[src/hw/rtl/ppda_pkg.sv]
// ----------------------------------------------------------------------------
// ppda_pkg: shared types and constants
// Word formats, register indexes and the arctangent table for the periodic
// pair distance and angle block.
// ----------------------------------------------------------------------------
package ppda_pkg;

  localparam int COORD_W     = 32;
  localparam int LEN_W       = 31;
  localparam int MAG_W       = 32;
  localparam int ROOT_W      = 33;
  localparam int SEP_W       = 33;
  localparam int ANGLE_W     = 17;
  localparam int CFG_IDX_W   = 2;
  localparam int NORM_W      = 40;
  localparam int NORM_STEPS  = 6;
  localparam int ROT_W       = 44;
  localparam int ACC_W       = 34;
  localparam int TABLE_SIZE  = 32;
  localparam int QUEUE_DEPTH = 4;

  localparam logic [CFG_IDX_W-1:0] REG_BOX_LEN_X = 2'd0;
  localparam logic [CFG_IDX_W-1:0] REG_BOX_LEN_Y = 2'd1;
  localparam logic [CFG_IDX_W-1:0] REG_BOX_LEN_Z = 2'd2;

  localparam logic [LEN_W-1:0] BOX_LEN_RESET = 31'd65536;
  localparam logic [ACC_W-1:0] HALF_PI_Q30   = 34'd1686629713;

  localparam logic [30:0] ATAN_Q30 [TABLE_SIZE] = '{
    31'd843314857, 31'd497837830, 31'd263043837, 31'd133525159, 31'd67021687,
    31'd33543516, 31'd16775851, 31'd8388437, 31'd4194283, 31'd2097149,
    31'd1048576, 31'd524288, 31'd262144, 31'd131072, 31'd65536, 31'd32768,
    31'd16384, 31'd8192, 31'd4096, 31'd2048, 31'd1024, 31'd512, 31'd256,
    31'd128, 31'd64, 31'd32, 31'd16, 31'd8, 31'd4, 31'd2, 31'd1, 31'd0
  };

  typedef struct packed {
    logic [LEN_W-1:0] x;
    logic [LEN_W-1:0] y;
    logic [LEN_W-1:0] z;
  } box_t;

  typedef struct packed {
    logic [MAG_W-1:0] mag_x;
    logic [MAG_W-1:0] mag_y;
    logic [MAG_W-1:0] mag_z;
    logic             coincident;
  } pair_t;

endpackage

[src/hw/rtl/ppda_if.sv]
// ----------------------------------------------------------------------------
// ppda_if: stream channels
// Valid/ready channels for particle pair words and result words.
// ----------------------------------------------------------------------------
interface ppda_in_if;
  logic                                 valid;
  logic                                 ready;
  logic signed [ppda_pkg::COORD_W-1:0]  a_x;
  logic signed [ppda_pkg::COORD_W-1:0]  a_y;
  logic signed [ppda_pkg::COORD_W-1:0]  a_z;
  logic signed [ppda_pkg::COORD_W-1:0]  b_x;
  logic signed [ppda_pkg::COORD_W-1:0]  b_y;
  logic signed [ppda_pkg::COORD_W-1:0]  b_z;
  modport source (output valid, a_x, a_y, a_z, b_x, b_y, b_z, input ready);
  modport sink (input valid, a_x, a_y, a_z, b_x, b_y, b_z, output ready);
endinterface


[src/hw/rtl/ppda_front.sv]
// ----------------------------------------------------------------------------
// ppda_front: minimum-image front end
// Takes pair words, forms the per-axis differences, applies the periodic
// shift and flags coincident pairs. Three register stages.
// ----------------------------------------------------------------------------
module ppda_front (
  input  logic            clk,
  input  logic            rst_n,
  ppda_in_if.sink         in_ch,
  input  ppda_pkg::box_t  box,
  output logic            push_valid,
  input  logic            push_ready,
  output ppda_pkg::pair_t push_data
);

  logic adv;
  logic v1_r, v2_r, v3_r;

  logic signed [32:0] a_s [3];
  logic signed [32:0] b_s [3];
  logic [ppda_pkg::LEN_W-1:0] len [3];

  logic signed [32:0] d_r [3];
  logic signed [32:0] e_r [3];
  logic signed [32:0] d_nxt [3];
  logic signed [32:0] e_nxt [3];

  logic [33:0] ad_r [3];
  logic [33:0] adl_r [3];
  logic [33:0] adr_r [3];
  logic [33:0] ad_nxt [3];
  logic [33:0] adl_nxt [3];
  logic [33:0] adr_nxt [3];

  logic [ppda_pkg::MAG_W-1:0] mag_r [3];
  logic [ppda_pkg::MAG_W-1:0] mag_nxt [3];

  logic signed [33:0] dw [3];
  logic signed [33:0] ew [3];
  logic signed [33:0] lw [3];
  logic signed [33:0] dl [3];
  logic signed [33:0] ndl [3];
  logic signed [33:0] dr [3];
  logic signed [33:0] ndr [3];
  logic lt_l [3];
  logic lt_r [3];

  assign adv         = !v3_r || push_ready;
  assign in_ch.ready = adv;

  assign a_s[0] = 33'(in_ch.a_x);
  assign a_s[1] = 33'(in_ch.a_y);
  assign a_s[2] = 33'(in_ch.a_z);
  assign b_s[0] = 33'(in_ch.b_x);
  assign b_s[1] = 33'(in_ch.b_y);
  assign b_s[2] = 33'(in_ch.b_z);
  assign len[0] = box.x;
  assign len[1] = box.y;
  assign len[2] = box.z;

  always_comb begin
    for (int k = 0; k < 3; k++) begin
      d_nxt[k] = a_s[k] - b_s[k];
      e_nxt[k] = b_s[k] - a_s[k];

      dw[k]  = 34'(d_r[k]);
      ew[k]  = 34'(e_r[k]);
      lw[k]  = $signed({3'b000, len[k]});
      dl[k]  = dw[k] - lw[k];
      ndl[k] = ew[k] + lw[k];
      dr[k]  = dw[k] + lw[k];
      ndr[k] = ew[k] - lw[k];
      ad_nxt[k]  = dw[k][33] ? ew[k] : dw[k];
      adl_nxt[k] = dl[k][33] ? ndl[k] : dl[k];
      adr_nxt[k] = dr[k][33] ? ndr[k] : dr[k];

      lt_l[k] = adl_r[k] < ad_r[k];
      lt_r[k] = adr_r[k] < ad_r[k];
      priority if (lt_l[k] && !lt_r[k]) begin
        mag_nxt[k] = adl_r[k][ppda_pkg::MAG_W-1:0];
      end else if (lt_r[k] && !lt_l[k]) begin
        mag_nxt[k] = adr_r[k][ppda_pkg::MAG_W-1:0];
      end else begin
        mag_nxt[k] = ad_r[k][ppda_pkg::MAG_W-1:0];
      end
    end
  end

  always_ff @(posedge clk) begin
    if (!rst_n) begin
      v1_r <= 1'b0;
      v2_r <= 1'b0;
      v3_r <= 1'b0;
    end else if (adv) begin
      v1_r <= in_ch.valid;
      v2_r <= v1_r;
      v3_r <= v2_r;
    end
  end

  always_ff @(posedge clk) begin
    if (adv) begin
      d_r     <= d_nxt;
      e_r     <= e_nxt;
      ad_r    <= ad_nxt;
      adl_r   <= adl_nxt;
      adr_r   <= adr_nxt;
      mag_r   <= mag_nxt;
    end
  end

  assign push_valid           = v3_r;
  assign push_data.mag_x      = mag_r[0];
  assign push_data.mag_y      = mag_r[1];
  assign push_data.mag_z      = mag_r[2];
  assign push_data.coincident = (mag_r[0] == '0) && (mag_r[1] == '0) && (mag_r[2] == '0);

endmodule

[src/flat_wrapper.sv]
// flat-port wrapper written by rule: the top's interface ports become plain ports
module ppda_front_flat 
  (clk, rst_n, box, push_valid, push_ready, push_data, in_ch_valid, in_ch_a_x, in_ch_a_y, in_ch_a_z, in_ch_b_x, in_ch_b_y, in_ch_b_z, in_ch_ready);
  ppda_in_if in_ch_i ();
  input  logic clk;
  input  logic rst_n;
  input  ppda_pkg::box_t box;
  output logic push_valid;
  input  logic push_ready;
  output ppda_pkg::pair_t push_data;
  input wire logic [$bits(in_ch_i.valid)-1:0] in_ch_valid;
  input wire logic [$bits(in_ch_i.a_x)-1:0] in_ch_a_x;
  input wire logic [$bits(in_ch_i.a_y)-1:0] in_ch_a_y;
  input wire logic [$bits(in_ch_i.a_z)-1:0] in_ch_a_z;
  input wire logic [$bits(in_ch_i.b_x)-1:0] in_ch_b_x;
  input wire logic [$bits(in_ch_i.b_y)-1:0] in_ch_b_y;
  input wire logic [$bits(in_ch_i.b_z)-1:0] in_ch_b_z;
  output wire logic [$bits(in_ch_i.ready)-1:0] in_ch_ready;
  assign in_ch_i.valid = in_ch_valid;
  assign in_ch_i.a_x = in_ch_a_x;
  assign in_ch_i.a_y = in_ch_a_y;
  assign in_ch_i.a_z = in_ch_a_z;
  assign in_ch_i.b_x = in_ch_b_x;
  assign in_ch_i.b_y = in_ch_b_y;
  assign in_ch_i.b_z = in_ch_b_z;
  assign in_ch_ready = in_ch_i.ready;
  ppda_front u_core (.clk(clk), .rst_n(rst_n), .in_ch(in_ch_i), .box(box), .push_valid(push_valid), .push_ready(push_ready), .push_data(push_data));
endmodule
[config.mk]
export PLATFORM = sky130hd
export DESIGN_NAME = ppda_front_flat
export DESIGN_NICKNAME = d
export VERILOG_FILES = /design/src/hw/rtl/ppda_pkg.sv /design/src/hw/rtl/ppda_if.sv /design/src/hw/rtl/ppda_front.sv /design/src/flat_wrapper.sv
export SDC_FILE = /design/constraint.sdc
export NUM_CORES = 2
export LEC_CHECK = 0
export ABC_AREA = 1
export BUFFER_PORTS_ARGS = -buffer_cell sky130_fd_sc_hd__buf_4
export CORE_ASPECT_RATIO = 0.9
export CORE_UTILIZATION = 40
export CTS_CLUSTER_DIAMETER = 80
export DETAILED_ROUTE_END_ITERATION = 10
export GPL_TIMING_DRIVEN = 0
export HOLD_SLACK_MARGIN = 0.06
export PLACE_DENSITY_LB_ADDON = 0.15
export REMOVE_ABC_BUFFERS = 1
export SLEW_MARGIN = 25
export SYNTH_ARGS = -nofsm -noshare
export SYNTH_HDL_FRONTEND = slang
export SYNTH_SLANG_ARGS = --single-unit
[constraint.sdc]
create_clock -name clk -period 16.7 [get_ports clk]
set_input_delay 0.835 -clock clk [delete_from_list [all_inputs] [get_ports clk]]
set_output_delay 0.835 -clock clk [all_outputs]
set_load 0.05 [all_outputs]
**Yosys cells after proc, flatten, opt, wreduce, memory -nomap -nowiden**

Cells that the tools add are included.
W data, S select, Z words.

- Register bits: 600
- Bits in writable memories: 0
- Bits in latches: 0
- Bits in read-only memories: 0
- Memories: 0
- Word-level logic and storage cells: 88
- Input port bits: 289
- Output and inout port bits: 99

- Bitwise gates (word level): 0
- Reductions and logical operators: 19
- Multipliers: 0
- Divide/modulo/power cells: 0
- Shift operators: 0
- Mux-type cells: 15
- Eq/ne operators: 0
- Add/sub/neg operators: 18
- Magnitude comparators: 6

Operator list:

| cell | count |
|---|---|
| $mux W32 | 9 |
| $add A33 B32 Y34 | 6 |
| $lt A34 B34 Y1 | 6 |
| $sub A33 B32 Y34 | 6 |
| $mux W33 | 6 |
| $sub A32 B32 Y33 | 6 |
| $logic_not A32 Y1 | 3 |
| $logic_and A1 B1 Y1 | 8 |
| $logic_not A1 Y1 | 7 |
| $logic_or A1 B1 Y1 | 1 |

**Logic depth before layout (Yosys ltp)**

- Depth after elaboration: 5
- Depth in mapped cells: 18
- Mapped depth without buffers: 17

**Least setup slack after synthesis**

Ideal clock, no wire load.

- Path kind: input -> register
- From: input port push_ready
- To: register u_core.ad_r[0] (netlist name) (enable)
- Arrival time: 12,585 ps
- Data required time: 15,746 ps
- Stages: 2
- Setup time: 954 ps
- Path slack: 3,162 ps
- Buffers on the path: 0
- Cells stage by stage: nor2_1 inv_1

- Longest elaborated chain between the ends: 1

Ends and longest elaborated chain:

| what | RTL line | source |
|---|---|---|
| start: declaration | flat_wrapper.sv:9 | `input logic push_ready;` |
| $logic_or A1 B1 Y1 | ppda_front.sv:48 | `assign adv = !v3_r \|\| push_ready;` |
| via in_ch_ready | flat_wrapper.sv:18 | `output wire logic [$bits(in_ch_i.ready)-1:0] in_ch_ready;` |
| end signal: assignment | ppda_front.sv:105 | `ad_r <= ad_nxt;` |
| end: declaration | ppda_front.sv:28 | `logic [33:0] ad_r [3];` |

The timed path passes the listed nets, and every way through them passes these cells.
A chain may end at the register's enable or synchronous reset.

**Final worst setup path**

- From: register u_core.v3_r, in the netlist u_core.push_valid
- To: output port in_ch_ready

- Longest elaborated chain between the ends: 2

Ends and longest elaborated chain:

| what | RTL line | source |
|---|---|---|
| start: declaration | ppda_front.sv:17 | `logic v1_r, v2_r, v3_r;` |
| start signal: assignment | ppda_front.sv:97 | `v3_r <= v2_r;` |
| $logic_not A1 Y1 | ppda_front.sv:48 |  |
| $logic_or A1 B1 Y1 | ppda_front.sv:48 |  |
| end: declaration | flat_wrapper.sv:18 |  |

Every way passes these cells.

==> results.cfg <==
[yosys]
synthesis.area_sq_um = 66480
async_flop_share_pct = 0
ys_ff_latch = 594
synth_fa_ha_area_share_pct = 14.83
synth_compound_area_share_pct = 13.46
synth_mux_area_share_pct = 0
synth_ff_type = edfxtp_1
syn_inst = 9806
syn_area_per_cell_sq_um = 6.780
yosysWarnings = 0
synth_top_family_by_area = simple AND/OR/NAND/NOR gates
synthDistinctLibCells = 51
synth_seq_area_share_pct = 26.79
synth-simple-area-share_pct = 30.06
synth_edf_count = 591
synthXorXnorAreaFrac_pct = 5.204

[timing]
rsz0062_at_grt = false
hold_viol_final = 0
fin_crit_ns = 4.729
maxSlewHeadroom_pct = 20.30
skew_ns = 0.03175
fmax_ghz = 0.2115
timing.hold.ws_ns = 0.3550
period_share_pct = 28.32
worst_slack_ns = 11.97
tightest_slew_ns = 1.196
final_max_slew_viol_count = 0
setup_viol = 0

[global_routing]
grt_pass1_wl_microns = 433000
grt_max_degree = 107
overflow = 0
track_usage_pct = 35.26
grt_pass1_vias = 65729
grt_antenna_before_repair = 25

[worst_hold_path]
whs_endpoint = u_core.push_valid$_SDFFE_PN0P_
holdCritStartpoint = rst_n
hold_depth = 2
hold_path.class = in2reg

[floorplanning]
die_area_sq_um = 167800
io_pins = 388
core-area_sq_um = 164600
die_h_microns = 388.8
die_w_microns = 431.7
start_util_pct = 40.39
rows = 141

[critical_path]
worstPathMaxFanout = 106
end_kind = output pin
worstSetupPathType = reg2out
reg2reg_to = u_core.adl_r[4]$_DFFE_PP_
r2r_cells = 9
arrival_ns = 3.89
required_ns = 15.87
worstReg2RegStart = u_core.d_r[2]$_DFFE_PP_
r2r_slack_ns = 12.54
cp-start-kind = flop

[place]
place_inst = 12176
dp_slack_ns = 12.08
place_area_sq_um = 71470
hpwl_microns = 262300
place.port_buffers = 387
gp_congestion = 1.078

[status]
outcome = completed

[route]
vias = 68692
drt-pass1-iter-count = 6
drt.antenna.violating_nets = 0
remaining_drc_errors = 0
wl_per_cell_microns = 24.73
wl_microns = 304600
dr.first_iter.drc_count = 6860
vias_per_cell = 5.576

[cts]
post_cts_resized = 0
cts_setup_buffers = 0
cts_buffers = 74
root_buffer = clkbuf_16
cts_buffer_depth = 3
cts_hold_buffers = 0
clock_insertion_delay_worst_skew_ns = 0.71
cts_tree = done
cts_max_level = 3
cts_num_sinks = 594
clkTransAtPathRegs_ns = 0.06

[power_and_ir_drop]
p_int_mw = 5.454
switching_power_mw = 6.646
combPwrFrac_pct = 61.4
cellPowerDensity_nw_per_um2 = 163.8
p_leak_nw = 36.99
swShare_pct = 54.92
vdd_drop_max_mv = 0.1695
clkPwrFrac_pct = 13.2
p_seq_share_pct = 25.4

[finish]
fin_area_sq_um = 73880
layout-drive-gt1-share_pct = 7.151
final_util_pct = 44.88
stdcell_count = 12319
syn2layout_area_growth_pct = 11.12
nets = 11102

[run]
drv_cap = 0
==> worst max-delay path: stages, from the launching register on <==
cell     delay [ns]
dfxtp_1        0.31
inv_1          0.05
nor2_1         0.10
inv_8          0.09
buf_16         0.29
buf_16         0.45
buf_16         0.43
buf_16         0.43
buf_16         0.39
buf_4          0.31
==> layout make-up <==
class / instances / area [sq um]
inverter: 1371 / 5154
fill: 17392 / 90720
timing repair buffer: 408 / 3361
clock buffer: 84 / 1889
multi-input combinational: 7587 / 42370
clock inverter: 52 / 501.7
sequential: 594 / 17810
tap: 2216 / 2773
antenna: 7 / 17.52
==> worst max path at each step <==
stage,from,end,slack [ns]
after floorplan,push_ready,u_core.ad_r[0]$_DFFE_PP_,3.16
after global placement,push_ready,in_ch_ready,-3.26
after detailed placement,push_ready,in_ch_ready,12.08
after CTS,u_core.push_valid$_SDFFE_PN0P_,in_ch_ready,11.88
after global routing,u_core.push_valid$_SDFFE_PN0P_,in_ch_ready,11.66
final,u_core.push_valid$_SDFFE_PN0P_,in_ch_ready,11.97
==> flip-flops by register name, summed over array words and instances (netlist names) <==
register           flops
u_core.ad_r           99
u_core.adr_r          99
u_core.push_valid      1
u_core.e_r            99
u_core.v1_r            1
u_core.v2_r            1
u_core.d_r            96
u_core.push_data      96
u_core.adl_r         102
==> cell usage after synthesis, types with 71 or more instances <==
master    instances  share of area [%]
xor2_1          371                4.9
a21oi_1         839                6.3
o21ai_0         480                3.6
clkbuf_1         94               0.53
o21bai_1         71               0.80
nand3_1         748                5.6
nand2_1        2684                 15
nor2_1          888                5.0
nor3_1           94               0.71
edfxtp_1        591                 27
buf_2            86               0.65
ha_1            759                 14
inv_1          1330                7.5
o21ai_1          91               0.69
nand4_1         143                1.3
==> layer usage <==
layer / vias up / global-route usage (%) / part of all wire, %
met5: - / 0.4889 / 0.062
met4: 12 / 13.69 / 4.3
met3: 425 / 7.474 / 9.2
met2: 2910 / 53.54 / 42
met1: 32661 / 48.56 / 44
li1: 32684 / - / -
==> cells in the final DEF (no fill, tap or decap), drive strengths merged, types with 18 or more instances in the layout <==
cell    instances
clkbuf         84
nand2        2702
nand4         145
nor2          912
a21o           63
a31oi          30
a21oi         863
edfxtp        591
o21bai         71
o21ai         586
nand3         790
ha            759
or2            27
nor4           46
fa             18
buf           408
nor3           97
xnor2          24
inv          1374
clkinv         42
xor2          371
o21a           19
==> through the flow <==
stage	setup TNS (ns)	total power [mW]
after floorplan	0	7.266
after global placement	-874.02	10.14
after detailed placement	0	10.28
after CTS	0	11.91
after global routing	0	12.81
final	0	12.10
==> power by group through the flow <==
stage | Clock (mW) | Combinational (mW) | Sequential (mW)
floorplan | 0 | 4.05 | 3.22
global placement | 0 | 7.04 | 3.10
detailed placement | 0 | 7.21 | 3.07
CTS | 1.63 | 7.23 | 3.05
global route | 1.68 | 8.01 | 3.11
finish | 1.60 | 7.42 | 3.08
==> cells by family (layout without fill, tap and decap cells) <==
family          Yosys count  after routing
simple gates           4754           4754
compound gates         1661           1661
buf+inv                1625           1915
fa+ha+maj               777            777
flops                   594            594
xor+xnor                395            395
other cells               0              7
No activity file was read; power rests on OpenSTA's default activity.
