**src/hw/rtl/ppda_pkg.sv**
```systemverilog
// ----------------------------------------------------------------------------
// ppda_pkg: shared types and constants
// Word formats, register indexes and the arctangent table for the periodic
// pair distance and angle block.
// ----------------------------------------------------------------------------
package ppda_pkg;

  localparam int COORD_W     = 32;
  localparam int LEN_W       = 31;
  localparam int MAG_W       = 32;
  localparam int ROOT_W      = 33;
  localparam int SEP_W       = 33;
  localparam int ANGLE_W     = 17;
  localparam int CFG_IDX_W   = 2;
  localparam int NORM_W      = 40;
  localparam int NORM_STEPS  = 6;
  localparam int ROT_W       = 44;
  localparam int ACC_W       = 34;
  localparam int TABLE_SIZE  = 32;
  localparam int QUEUE_DEPTH = 4;

  localparam logic [CFG_IDX_W-1:0] REG_BOX_LEN_X = 2'd0;
  localparam logic [CFG_IDX_W-1:0] REG_BOX_LEN_Y = 2'd1;
  localparam logic [CFG_IDX_W-1:0] REG_BOX_LEN_Z = 2'd2;

  localparam logic [LEN_W-1:0] BOX_LEN_RESET = 31'd65536;
  localparam logic [ACC_W-1:0] HALF_PI_Q30   = 34'd1686629713;

  localparam logic [30:0] ATAN_Q30 [TABLE_SIZE] = '{
    31'd843314857, 31'd497837830, 31'd263043837, 31'd133525159, 31'd67021687,
    31'd33543516, 31'd16775851, 31'd8388437, 31'd4194283, 31'd2097149,
    31'd1048576, 31'd524288, 31'd262144, 31'd131072, 31'd65536, 31'd32768,
    31'd16384, 31'd8192, 31'd4096, 31'd2048, 31'd1024, 31'd512, 31'd256,
    31'd128, 31'd64, 31'd32, 31'd16, 31'd8, 31'd4, 31'd2, 31'd1, 31'd0
  };

  typedef struct packed {
    logic [LEN_W-1:0] x;
    logic [LEN_W-1:0] y;
    logic [LEN_W-1:0] z;
  } box_t;

  typedef struct packed {
    logic [MAG_W-1:0] mag_x;
    logic [MAG_W-1:0] mag_y;
    logic [MAG_W-1:0] mag_z;
    logic             coincident;
  } pair_t;

endpackage

```
**src/hw/rtl/ppda_queue.sv**
```systemverilog
// ----------------------------------------------------------------------------
// ppda_queue: front-to-back queue
// Short register queue that decouples the front end from the back end.
// ----------------------------------------------------------------------------
module ppda_queue (
  input  logic            clk,
  input  logic            rst_n,
  input  logic            push_valid,
  output logic            push_ready,
  input  ppda_pkg::pair_t push_data,
  output logic            pop_valid,
  input  logic            pop_ready,
  output ppda_pkg::pair_t pop_data
);

  localparam int DEPTH = ppda_pkg::QUEUE_DEPTH;
  localparam int PTR_W = $clog2(DEPTH);
  localparam int CNT_W = $clog2(DEPTH + 1);

  ppda_pkg::pair_t  mem_r [DEPTH];
  logic [PTR_W-1:0] wr_ptr_r, wr_ptr_nxt;
  logic [PTR_W-1:0] rd_ptr_r, rd_ptr_nxt;
  logic [CNT_W-1:0] count_r, count_nxt;
  logic             push_fire, pop_fire;

  assign push_ready = count_r != CNT_W'(DEPTH);
  assign pop_valid  = count_r != '0;
  assign pop_data   = mem_r[rd_ptr_r];
  assign push_fire  = push_valid && push_ready;
  assign pop_fire   = pop_valid && pop_ready;

  always_comb begin
    wr_ptr_nxt = wr_ptr_r;
    rd_ptr_nxt = rd_ptr_r;
    count_nxt  = count_r;
    if (push_fire) begin
      wr_ptr_nxt = (wr_ptr_r == PTR_W'(DEPTH - 1)) ? '0 : wr_ptr_r + PTR_W'(1);
    end
    if (pop_fire) begin
      rd_ptr_nxt = (rd_ptr_r == PTR_W'(DEPTH - 1)) ? '0 : rd_ptr_r + PTR_W'(1);
    end
    if (push_fire && !pop_fire) begin
      count_nxt = count_r + CNT_W'(1);
    end else if (pop_fire && !push_fire) begin
      count_nxt = count_r - CNT_W'(1);
    end
  end

  always_ff @(posedge clk) begin
    if (!rst_n) begin
      wr_ptr_r <= '0;
      rd_ptr_r <= '0;
      count_r  <= '0;
    end else begin
      wr_ptr_r <= wr_ptr_nxt;
      rd_ptr_r <= rd_ptr_nxt;
      count_r  <= count_nxt;
    end
  end

  always_ff @(posedge clk) begin
    if (push_fire) begin
      mem_r[wr_ptr_r] <= push_data;
    end
  end

`ifndef SYNTHESIS
  a_count_bound: assert property (@(posedge clk) disable iff (!rst_n)
    count_r <= CNT_W'(DEPTH))
    else $error("queue count beyond depth");
  a_count_up: assert property (@(posedge clk) disable iff (!rst_n)
    push_fire && !pop_fire |=> count_r == $past(count_r) + CNT_W'(1))
    else $error("queue count did not follow a push");
  a_count_down: assert property (@(posedge clk) disable iff (!rst_n)
    pop_fire && !push_fire |=> count_r == $past(count_r) - CNT_W'(1))
    else $error("queue count did not follow a pop");
`endif

endmodule

```
**config.mk**
```make
export PLATFORM = sky130hd
export DESIGN_NAME = ppda_queue
export DESIGN_NICKNAME = d
export VERILOG_FILES = /design/src/hw/rtl/ppda_pkg.sv /design/src/hw/rtl/ppda_queue.sv
export SDC_FILE = /design/constraint.sdc
export NUM_CORES = 1
export LEC_CHECK = 0
export BUFFER_PORTS_ARGS = -buffer_cell sky130_fd_sc_hd__buf_2
export CAP_MARGIN = 20
export CORE_ASPECT_RATIO = 1.2
export CORE_MARGIN = 4
export CORE_UTILIZATION = 35
export CTS_BUF_LIST = sky130_fd_sc_hd__clkbuf_8
export CTS_CLUSTER_SIZE = 8
export DETAILED_ROUTE_END_ITERATION = 12
export MAX_ROUTING_LAYER = met4
export REMOVE_ABC_BUFFERS = 1
export SYNTH_ARGS = -nofsm -noshare
export SYNTH_HDL_FRONTEND = slang
export SYNTH_SLANG_ARGS = --single-unit
```
**constraint.sdc**
```tcl
create_clock -name clk -period 4.9 [get_ports clk]
set_input_delay 0.98 -clock clk [delete_from_list [all_inputs] [get_ports clk]]
set_output_delay 0.98 -clock clk [all_outputs]
set_load 0.1 [all_outputs]
```
# Word level (Yosys, flattened, before mapping)
# Memory sizes are Yosys's and may differ from the RTL's. A register that Yosys moved wholly into a read port is not among the register bits.
# Cells that the tools add are included.
# Widths: inputs -> output; s select.
[classes] div=0 addsub=4 multipliers=0 bitwise=0 mux=8 reduce_logical=8 magnitude_cmp=0 shifts=0 eq_ne=3
[ops] cell="$mux 2" count=4
[ops] cell="$mux 3" count=2
[ops] cell="$add 2x1->2 const B" count=2
[ops] cell="$eq 2x2->1 const B" count=2
[ops] cell="$logic_and 1x1->1" count=4
[ops] cell="$add 3x1->3 const B" count=1
[ops] cell="$ne 3x3->1 const B" count=1
[ops] cell="$reduce_bool 3->1" count=1
[ops] cell="$sub 3x1->3 const B" count=1
[ops] cell="$logic_not 1->1" count=2
[ops] cell="$mux 1" count=2
[ops] cell="$reduce_bool 2->1" count=1
[word_totals] input_bits=101 word_cells=27 romBits=0 regBits=7 latch_bits=0 mem_bits_rw=388 mem_count=1
[memory_table] memory="mem_r" words=4 width=97 read_ports=1 rd_clocked_by_memory_dff=1 wr=1 line_no="ppda_queue.sv:20" rtl="ppda_pkg::pair_t mem_r [DEPTH];"

# Logic depth before layout (Yosys ltp)
# Gate-level depths: netlist of run 1.
[logic_depth] depth_word=6 ltp_mapped=9 ltp_nobuf=8

# Worst setup path after synthesis of run 1
# OpenSTA, ideal clock, no wires.
[synth_path] kind="reg-to-reg" from="register count_r[0]" to="memory mem_r[0][0] (netlist bit), enable pin" path_slack_ns=2.106 n_path_buf=1 setup_ns=0.412 required_time_ns=4.488 arrival_ns=2.382 stages_incl_launch_ff=4 cell_sequence="dfxtp_1 -> or3b_1 -> clkbuf_2 -> and3_2"
[synth_via] elab_chain_len=4
[synth_lines] item="start, declared" line_no="ppda_queue.sv:23" rtl="logic [CNT_W-1:0] count_r, count_nxt;"
[synth_lines] item="start signal, assigned" line_no="ppda_queue.sv:57" rtl="count_r <= count_nxt;"
[synth_lines] item="$ne 3x3->1" line_no="ppda_queue.sv:26" rtl="assign push_ready = count_r != CNT_W'(DEPTH);"
[synth_lines] item="named net push_ready" line_no="ppda_queue.sv:9" rtl="output logic push_ready,"
[synth_lines] item="$logic_and 1x1->1" line_no="ppda_queue.sv:29" rtl="assign push_fire = push_valid && push_ready;"
[synth_lines] item="$mux 1" line_no="ppda_queue.sv:62" rtl="if (push_fire) begin"
[synth_lines] item="$mux 1 (implied by the code)" line_no="ppda_queue.sv:63" rtl="mem_r[wr_ptr_r] <= push_data;"
[synth_lines] item="end, declared" line_no="ppda_queue.sv:20"
# The timed path passes the listed nets, and every way through them passes these cells.

==> impl_metrics.py, run 1 <==
metrics = {
    "run_status": {
        "status": "complete, no violations",
    },
    "clock_network": {
        "cts-resized-gates": 0,
        "clock_latency_ns": 0.61,
        "cts_max_path_buffers": 3,
        "root_buffer": "clkbuf_8",
        "post_cts_buffers": 0,
        "numCtsBuffers": 61,
        "cts-htree-levels": 2,
        "cts_sinks": 397,
        "clkTransAtPathRegs_ns": 0.06,
        "tritoncts": "yes",
        "postCtsHoldBufs": 0,
    },
    "yosys": {
        "netlist_area_um2": 14460,
        "avgSynthCellArea_um2": 25.91,
        "yosysUniqueCellTypes": 26,
        "synth-seq-cells": 397,
        "ys_seq_area_share_pct": 81.85,
        "ys_warn_count": 0,
        "synthCells": 558,
    },
    "hold_path": {
        "hold_path_class": "reg -> reg",
        "hold-path-cell-count": 2,
    },
    "timing": {
        "rsz0062_at_grt": "no",
        "period_minus_slack_ns": 3.574,
        "tightest_slew_ns": 0.8500,
        "hold_viol": 0,
        "slew_headroom_pct": 43.33,
        "timing.final.crit_share_pct": 72.94,
        "slew_violations": 0,
        "finalClockSkew_ns": 0.01300,
        "max_freq_ghz": 0.2798,
        "setup_violations": 0,
    },
    "power": {
        "p_seq_share_pct": 39.1,
        "power.share.clock_pct": 22.9,
        "combPwrFrac_pct": 38.1,
        "ir_drop_mv": 0.5647,
        "internal_power_uw": 6291,
        "fin_total_pwr_uw": 10890,
        "power.switching_uw": 4597,
        "leakagePower_uw": 0.005740,
        "power_density_nw_per_um2": 632.5,
        "p_sw_share_pct": 42.22,
    },
    "critical_path": {
        "cpPeakStageDelay_ns": 0.61,
        "cp-start-kind": "flip-flop",
        "crit_required_ns": 3.92,
        "reg2reg_depth": 7,
        "worst-setup-path-type": "reg -> out",
        "crit_path_cell_trace": "buf_4, mux4_2, buf_2",
        "cp-end-kind": "output pin",
        "cp_data_arrival_time_ns": 2.59,
        "critPathSlowestCell": "mux4_2",
        "worstPathMaxFanout": 25,
    },
    "placement": {
        "dpl.cell_count": 1283,
        "hpwl_um": 16390,
        "place_congestion": 0.6801,
        "portBuffers": 199,
    },
    "finish": {
        "nets": 915,
        "fin_cells": 1377,
        "layout_common_cells": "edfxtp_1 (388), buf_2 (199), mux4_2 (97)",
        "drive_gt1_share_pct": 45.93,
        "syn_to_final_growth_pct": 19.09,
        "fillCellCount": 3605,
        "layout_commonest_cell": "edfxtp_1",
    },
    "global_routing": {
        "grt_pass1_vias": 7313,
        "gr-usage-all-layers_pct": 13.03,
        "grt_pass1_wl_um": 43370,
        "grt_max_degree": 62,
        "overflow": 0,
        "antenna_found_initial": 3,
    },
    "die": {
        "die-area_um2": 44630,
        "die_y_um": 230.6,
        "core_area_um2": 40840,
        "initial_core_util_pct": 35.39,
        "chipWidth_um": 193.5,
        "row_count": 81,
        "boundaryPins": 200,
    },
    "routing": {
        "dr.pass1.iters": 4,
        "wl_per_cell_um": 20.63,
        "wl_um": 28410,
        "drt_iter0_markers": 299,
        "drcViolationCount": 0,
        "ant_nets": 0,
        "vias_per_cell": 4.808,
        "via_count": 6621,
    },
    "job": {
        "maxCapViolations": 0,
    },
}
## critical path: cells and delay by family (launching register included)
family                 cells  cell delay, ns
buffers and inverters      2            0.83
multiplexers               1            0.61
flip-flops                 1            0.52
## state kept, by name (all words and copies together) (netlist names), named ones only
register	count
count_r	3
mem_r	388
rd_ptr_r	2
wr_ptr_r	2
## stage by stage
step	instance area (µm²)	setup TNS (ns)	hold WS (ns)	util [%]	worst slack [ns]
2_1_floorplan	14310	-110.47	0.4677	-	-1.139
4_1_cts	17210	0	0.4853	42.14	1.121
3_5_place_dp	16150	0	0.5006	39.54	1.841
6_report	17220	0	0.5028	42.15	1.326
5_1_grt	17220	0	0.5122	42.15	1.099
3_3_place_gp	16150	0	0.4843	39.54	1.855
## layout make-up
type | instances | area, µm² | share of cell area, %
Sequential cell | 397 | 11840 | 68.77
Antenna cell | 2 | 5.005 | 0.02907
Inverter | 3 | 11.26 | 0.06541
Timing Repair Buffer | 210 | 1141 | 6.628
Clock buffer | 63 | 867.1 | 5.037
Clock inverter | 29 | 192.7 | 1.119
Multi-Input combinational cell | 134 | 2485 | 14.43
Tap cell | 539 | 674.4 | 3.917
## layer usage
metal	global-route usage, %	up-vias	part of all wire (%)
li1	-	2895	-
met1	15.83	3496	42
met2	21.27	186	50
met3	3.810	44	5.6
met4	4.117	0	1.9
met5	-	-	0
## power groups by stage
| stage | registers [µW] | clock network, µW | logic, µW |
|---|---|---|---|
| 2_1_floorplan | 4410 | 0 | 3410 |
| 3_3_place_gp | 4320 | 0 | 4200 |
| 3_5_place_dp | 4330 | 0 | 4210 |
| 4_1_cts | 4260 | 2610 | 4220 |
| 5_1_grt | 4290 | 2750 | 4300 |
| 6_report | 4250 | 2490 | 4140 |
## worst paths after layout
check | start | end | slack (ns)
worst max-delay path | flip-flop | pop_data[79] | 1.33
worst min-delay path | wr_ptr_r[1] | wr_ptr_r[1] | 0.50
worst max register to register | count_r[0] | count_r[2] | 2.36
worst min register to register | wr_ptr_r[1] | wr_ptr_r[1] | 0.50
## cell usage after synthesis
cell	n	share of area, %
o31ai_1	1	0.052
or3b_1	1	0.061
nand2_1	5	0.13
mux4_2	97	15
buf_6	5	0.39
edfxtp_1	388	81
nor2_1	2	0.052
buf_2	11	0.38
clkbuf_1	7	0.18
xor2_1	1	0.061
or3_2	2	0.10
a21boi_0	1	0.052
and2_1	1	0.043
and2_4	1	0.061
fa_1	1	0.14
xnor2_1	1	0.061
dfxtp_1	9	1.2
clkbuf_2	1	0.035
and3_2	4	0.21
ha_1	6	0.52
nor2b_1	1	0.043
o21ai_0	4	0.14
mux2i_1	2	0.14
nand3_1	2	0.069
inv_1	3	0.078
nand4_1	1	0.043
## cells by family after synthesis
group,Yosys count,synth area share (%)
AO/OA/AOI/OAI,6,0.2424
XOR/XNOR,2,0.1212
adder cells (fa/ha/maj),7,0.6578
buffers and inverters,27,1.065
flip-flops,397,81.85
multiplexers,99,15.25
AND/OR/NAND/NOR,20,0.8138
Power figures use the tool's default switching activity.
==> run 2, diff against run 1 <==
==> constraint.sdc (replaced) <==
create_clock -name clk -period 3.1 [get_ports clk]
set_input_delay 0.62 -clock clk [delete_from_list [all_inputs] [get_ports clk]]
set_output_delay 0.62 -clock clk [all_outputs]
set_load 0.1 [all_outputs]
==> run 2 against run 1 <==
Clock power is 63% higher. Clock-buffer cell count increased by 5. Clock skew grew 0.011 ns. Via count hardly changed. Combinational power up 61%. Worst setup slack got worse by 1.1 ns.
==> impl_metrics.py, run 2 (same netlist as run 1, synthesis figures left out) <==
metrics = {
    "critical_path": {
        "cp-start-kind": "flip-flop",
        "cp_data_arrival_time_ns": 2.29,
        "crit_required_ns": 2.48,
        "timing.rr.start": "count_r[0]",
        "worst-setup-path-type": "reg -> out",
        "worstPathMaxFanout": 40,
        "cp-end-kind": "output pin",
    },
    "die": {
        "initial_core_util_pct": 35.39,
        "die_y_um": 230.6,
        "core_area_um2": 40840,
        "row_count": 81,
        "chipWidth_um": 193.5,
        "boundaryPins": 200,
        "die-area_um2": 44630,
    },
    "finish": {
        "top_regs": "mem_r (388), count_r (3)",
        "layout_common_cells": "edfxtp_1 (388), buf_2 (199), mux4_2 (97)",
        "fin_cells": 1400,
        "drive_gt1_share_pct": 45.75,
        "largest_register_ff_count": 388,
        "nets": 922,
        "syn_to_final_growth_pct": 20.38,
        "layout_commonest_cell": "edfxtp_1",
        "fillCellCount": 3578,
        "top_register": "mem_r",
    },
    "timing": {
        "fin_setup_tns_ns": 0,
        "rsz0062_at_grt": "no",
        "slew_headroom_pct": 59.73,
        "fin_ws_ns": 0.1879,
        "slew_violations": 0,
        "timing.final.crit_share_pct": 93.94,
        "period_minus_slack_ns": 2.912,
        "hold_viol": 0,
        "setup_violations": 0,
        "max_freq_ghz": 0.3434,
        "finalClockSkew_ns": 0.02402,
        "tightest_slew_ns": 0.5990,
    },
    "clock_network": {
        "cts-htree-levels": 3,
        "root_buffer": "clkbuf_8",
        "clkTransAtPathRegs_ns": 0.06,
        "post_cts_buffers": 0,
        "numCtsBuffers": 66,
        "postCtsHoldBufs": 0,
        "cts-resized-gates": 0,
        "tritoncts": "yes",
        "cts_max_path_buffers": 3,
        "clock_latency_ns": 0.61,
        "cts_sinks": 397,
    },
    "global_routing": {
        "antenna_found_initial": 2,
        "gr-usage-all-layers_pct": 13.38,
        "grt_pass1_vias": 7394,
        "grt_pass1_wl_um": 44220,
        "overflow": 0,
        "grt_max_degree": 61,
    },
    "power": {
        "ir_drop_mv": 0.9328,
        "p_seq_share_pct": 38.4,
        "leakagePower_uw": 0.005848,
        "power_density_nw_per_um2": 999.0,
        "power.switching_uw": 7377,
        "combPwrFrac_pct": 38.2,
        "p_sw_share_pct": 42.43,
        "power.share.clock_pct": 23.4,
        "internal_power_uw": 10010,
    },
    "placement": {
        "dpl.cell_count": 1285,
        "place_congestion": 0.6961,
        "hpwl_um": 16500,
        "pre_cts_slack_ns": 0.6321,
        "portBuffers": 199,
    },
    "routing": {
        "via_count": 6627,
        "drt_iter0_markers": 270,
        "vias_per_cell": 4.734,
        "dr.pass1.iters": 4,
        "wl_per_cell_um": 20.24,
        "ant_nets": 0,
        "drcViolationCount": 0,
        "wl_um": 28330,
    },
    "job": {
        "maxCapViolations": 0,
    },
    "run_status": {
        "status": "complete, no violations",
    },
    "hold_path": {
        "hold_path_class": "in -> reg",
        "hold_start": "push_data[0]",
    },
}
## run 2: layout make-up
cell class	instances	area [µm²]	share of cell area [%]
timing repair buffer	212	1231	7.075
clock inverter	45	220.2	1.265
sequential	397	11840	68.03
tap	539	674.4	3.875
multi-input combinational	134	2485	14.28
inverter	3	11.26	0.06471
clock buffer	68	935.9	5.378
antenna	2	5.005	0.02876
## run 2: path summary, 6_finish.rpt
| check | cells past startpoint | to | slack (ns) |
|---|---|---|---|
| hold reg to reg | 2 | wr_ptr_r[1] | 0.50 |
| setup reg to reg | 7 | count_r[2] | 0.67 |
| hold / removal | 1 | mem_r[3][0] | 0.22 |
| setup / recovery | 3 | pop_data[63] | 0.19 |
## run 2: power by group through the flow
stage	Sequential (µW)	Clock, µW	Combinational [µW]
finish	6680	4060	6650
global route	6720	4540	6920
CTS	6690	4250	6770
detailed placement	6800	0	6760
global placement	6780	0	6740
floorplan	6970	0	5390
## run 2: per-layer routing
layer | GRT usage [%] | up-vias | wire [µm]
li1 | - | 2932 | -
met1 | 16.27 | 3465 | 11820
met3 | 4.072 | 38 | 1728
met4 | 5.157 | 0 | 537
met5 | - | - | 0
met2 | 21.27 | 192 | 14250
## run 2: critical path, cell delays in order, from the launching register on
cell and delay (ns):
dfxtp_4 0.43, buf_12 0.32, mux4_2 0.56, buf_2 0.31
## run 2: through the flow
step	util, %	power [µW]	hold slack (ns)	instance area, µm²
2_1_floorplan	-	12370	0.4677	14310
3_3_place_gp	39.76	13520	0.4891	16240
3_5_place_dp	39.76	13560	0.4999	16240
4_1_cts	42.59	17710	0.1228	17400
5_1_grt	42.61	18180	0.1582	17400
6_report	42.61	17380	0.2177	17400
==> run 3, diff against run 2 <==
--- a/config.mk
+++ b/config.mk
@@ -5,7 +5,7 @@
 export SDC_FILE = /design/constraint.sdc
 export NUM_CORES = 1
 export LEC_CHECK = 0
-export BUFFER_PORTS_ARGS = -buffer_cell sky130_fd_sc_hd__buf_2
+export BUFFER_PORTS_ARGS = -buffer_cell sky130_fd_sc_hd__buf_4
 export CAP_MARGIN = 20
 export CORE_ASPECT_RATIO = 1.2
 export CORE_MARGIN = 4
==> constraint.sdc (replaced) <==
create_clock -name clk -period 3.6 [get_ports clk]
set_input_delay 0.72 -clock clk [delete_from_list [all_inputs] [get_ports clk]]
set_output_delay 0.72 -clock clk [all_outputs]
set_load 0.1 [all_outputs]
==> run 3 against run 2 <==
Wire length rose by 1.9%. Clock power down 14%. Utilization is 1.1 points higher. Largest power group is now combinational logic. Worst hold slack gained 0.10 ns.
==> impl_metrics.py, run 3 (same netlist as run 1, synthesis figures left out) <==
metrics = {
    "critical_path": {
        "critPathSlowestCell": "mux4_2",
        "timing.rr.start": "count_r[0]",
        "cp_data_arrival_time_ns": 2.31,
        "crit_path_cell_trace": "buf_12, mux4_2, buf_4",
        "cp-start-kind": "flip-flop",
        "cpPeakStageDelay_ns": 0.60,
        "cp_num_buf_inv": 2,
        "crit_required_ns": 2.88,
        "cp_top_family": "buffers and inverters",
        "cp-end-kind": "output pin",
        "worst-setup-path-type": "reg -> out",
        "worstPathMaxFanout": 60,
    },
    "clock_network": {
        "tritoncts": "yes",
        "numCtsBuffers": 67,
        "root_buffer": "clkbuf_8",
        "cts_max_path_buffers": 3,
        "clock_latency_ns": 0.59,
        "cts_sinks": 397,
        "postCtsHoldBufs": 0,
        "cts-resized-gates": 0,
        "cts-htree-levels": 3,
        "clkTransAtPathRegs_ns": 0.06,
        "post_cts_buffers": 0,
    },
    "timing": {
        "rsz0062_at_grt": "no",
        "slew_violations": 0,
        "fin_setup_tns_ns": 0,
        "timing.final.crit_share_pct": 84.03,
        "max_freq_ghz": 0.3306,
        "slew_headroom_pct": 54.56,
        "hold_viol": 0,
        "period_minus_slack_ns": 3.025,
        "finalClockSkew_ns": 0.01188,
        "setup_violations": 0,
        "tightest_slew_ns": 0.6816,
    },
    "finish": {
        "syn_to_final_growth_pct": 23.55,
        "top_register": "mem_r",
        "drive_gt1_share_pct": 46.67,
        "fin_cells": 1396,
        "top_regs": "mem_r (388), count_r (3)",
        "largest_register_ff_count": 388,
        "diodes": 0,
        "layout_common_cells": "edfxtp_1 (388), buf_4 (205), mux4_2 (97)",
        "layout_commonest_cell": "edfxtp_1",
        "nets": 924,
    },
    "hold_path": {
        "hold_path_class": "in -> reg",
        "hold_start": "push_data[2]",
    },
    "global_routing": {
        "grt_pass1_vias": 7370,
        "antenna_found_initial": 0,
        "grt_max_degree": 61,
        "overflow": 0,
        "grt_pass1_wl_um": 44630,
        "gr-usage-all-layers_pct": 13.56,
    },
    "routing": {
        "vias_per_cell": 4.731,
        "wl_um": 28880,
        "drt_iter0_markers": 290,
        "ant_nets": 0,
        "drcViolationCount": 0,
        "via_count": 6605,
        "dr.pass1.iters": 6,
        "wl_per_cell_um": 20.69,
    },
    "die": {
        "core_area_um2": 40840,
        "die-area_um2": 44630,
        "initial_core_util_pct": 35.39,
        "boundaryPins": 200,
        "die_y_um": 230.6,
        "chipWidth_um": 193.5,
        "row_count": 81,
    },
    "placement": {
        "hpwl_um": 16810,
        "place_congestion": 0.6790,
        "dpl.cell_count": 1286,
        "portBuffers": 199,
    },
    "run_status": {
        "status": "complete, no violations",
    },
    "power": {
        "leakagePower_uw": 0.006000,
        "fin_total_pwr_uw": 15280,
        "power_density_nw_per_um2": 855.8,
        "ir_drop_mv": 0.5119,
    },
    "job": {
        "maxCapViolations": 0,
    },
}
[run 3: layer usage]
metal | GRT usage (%) | routed length, µm
met1 | 16.01 | 11740
met2 | 21.91 | 14770
met3 | 4.408 | 1741
met4 | 5.157 | 637
met5 | - | 0
[run 3: worst reg2reg max path: stages, from the launching register on]
cell and delay [ns]:
dfxtp_1 0.37, o31ai_1 0.49, ha_1 0.28, inv_1 0.07
fa_1 0.37, xor2_1 0.15, or3_2 0.40, a21boi_0 0.16
[run 3: metrics by stage]
stage	hold WS, ns	area, µm²	util [%]	setup slack, ns
floorplan	0.4677	14310	-	-2.179
global placement	0.4950	16710	40.91	1.128
detailed placement	0.5054	16710	40.91	1.109
CTS	0.2240	17860	43.73	0.4278
global route	0.2526	17860	43.73	0.3829
finish	0.3196	17860	43.73	0.5750
[run 3: final timing paths]
path	depth (start not counted)	end	slack, ns
worst min register to register	2	wr_ptr_r[0]	0.52
worst min-delay path	1	mem_r[0][2]	0.32
worst max-delay path	3	pop_data[5]	0.57
worst max register to register	7	count_r[2]	1.25
[run 3: report_power, final]
part           switching [µW]  leakage, µW  internal (µW)  total (µW)
logic                    4550      0.00170           1490        6040
registers                 144      0.00363           5600        5750
clock network            1670     0.000666           1830        3500
total                    6370      0.00600           8920       15300
[run 3: final cells by class]
cell class | instances | area, µm²
clock buffers | 72 | 991.0
repair buffers | 213 | 1699
multi-input cells | 134 | 2485
fillers | 3517 | 22980
well taps | 539 | 674.4
clock inverters | 38 | 160.2
flip-flops and latches | 397 | 11840
inverters | 3 | 11.26
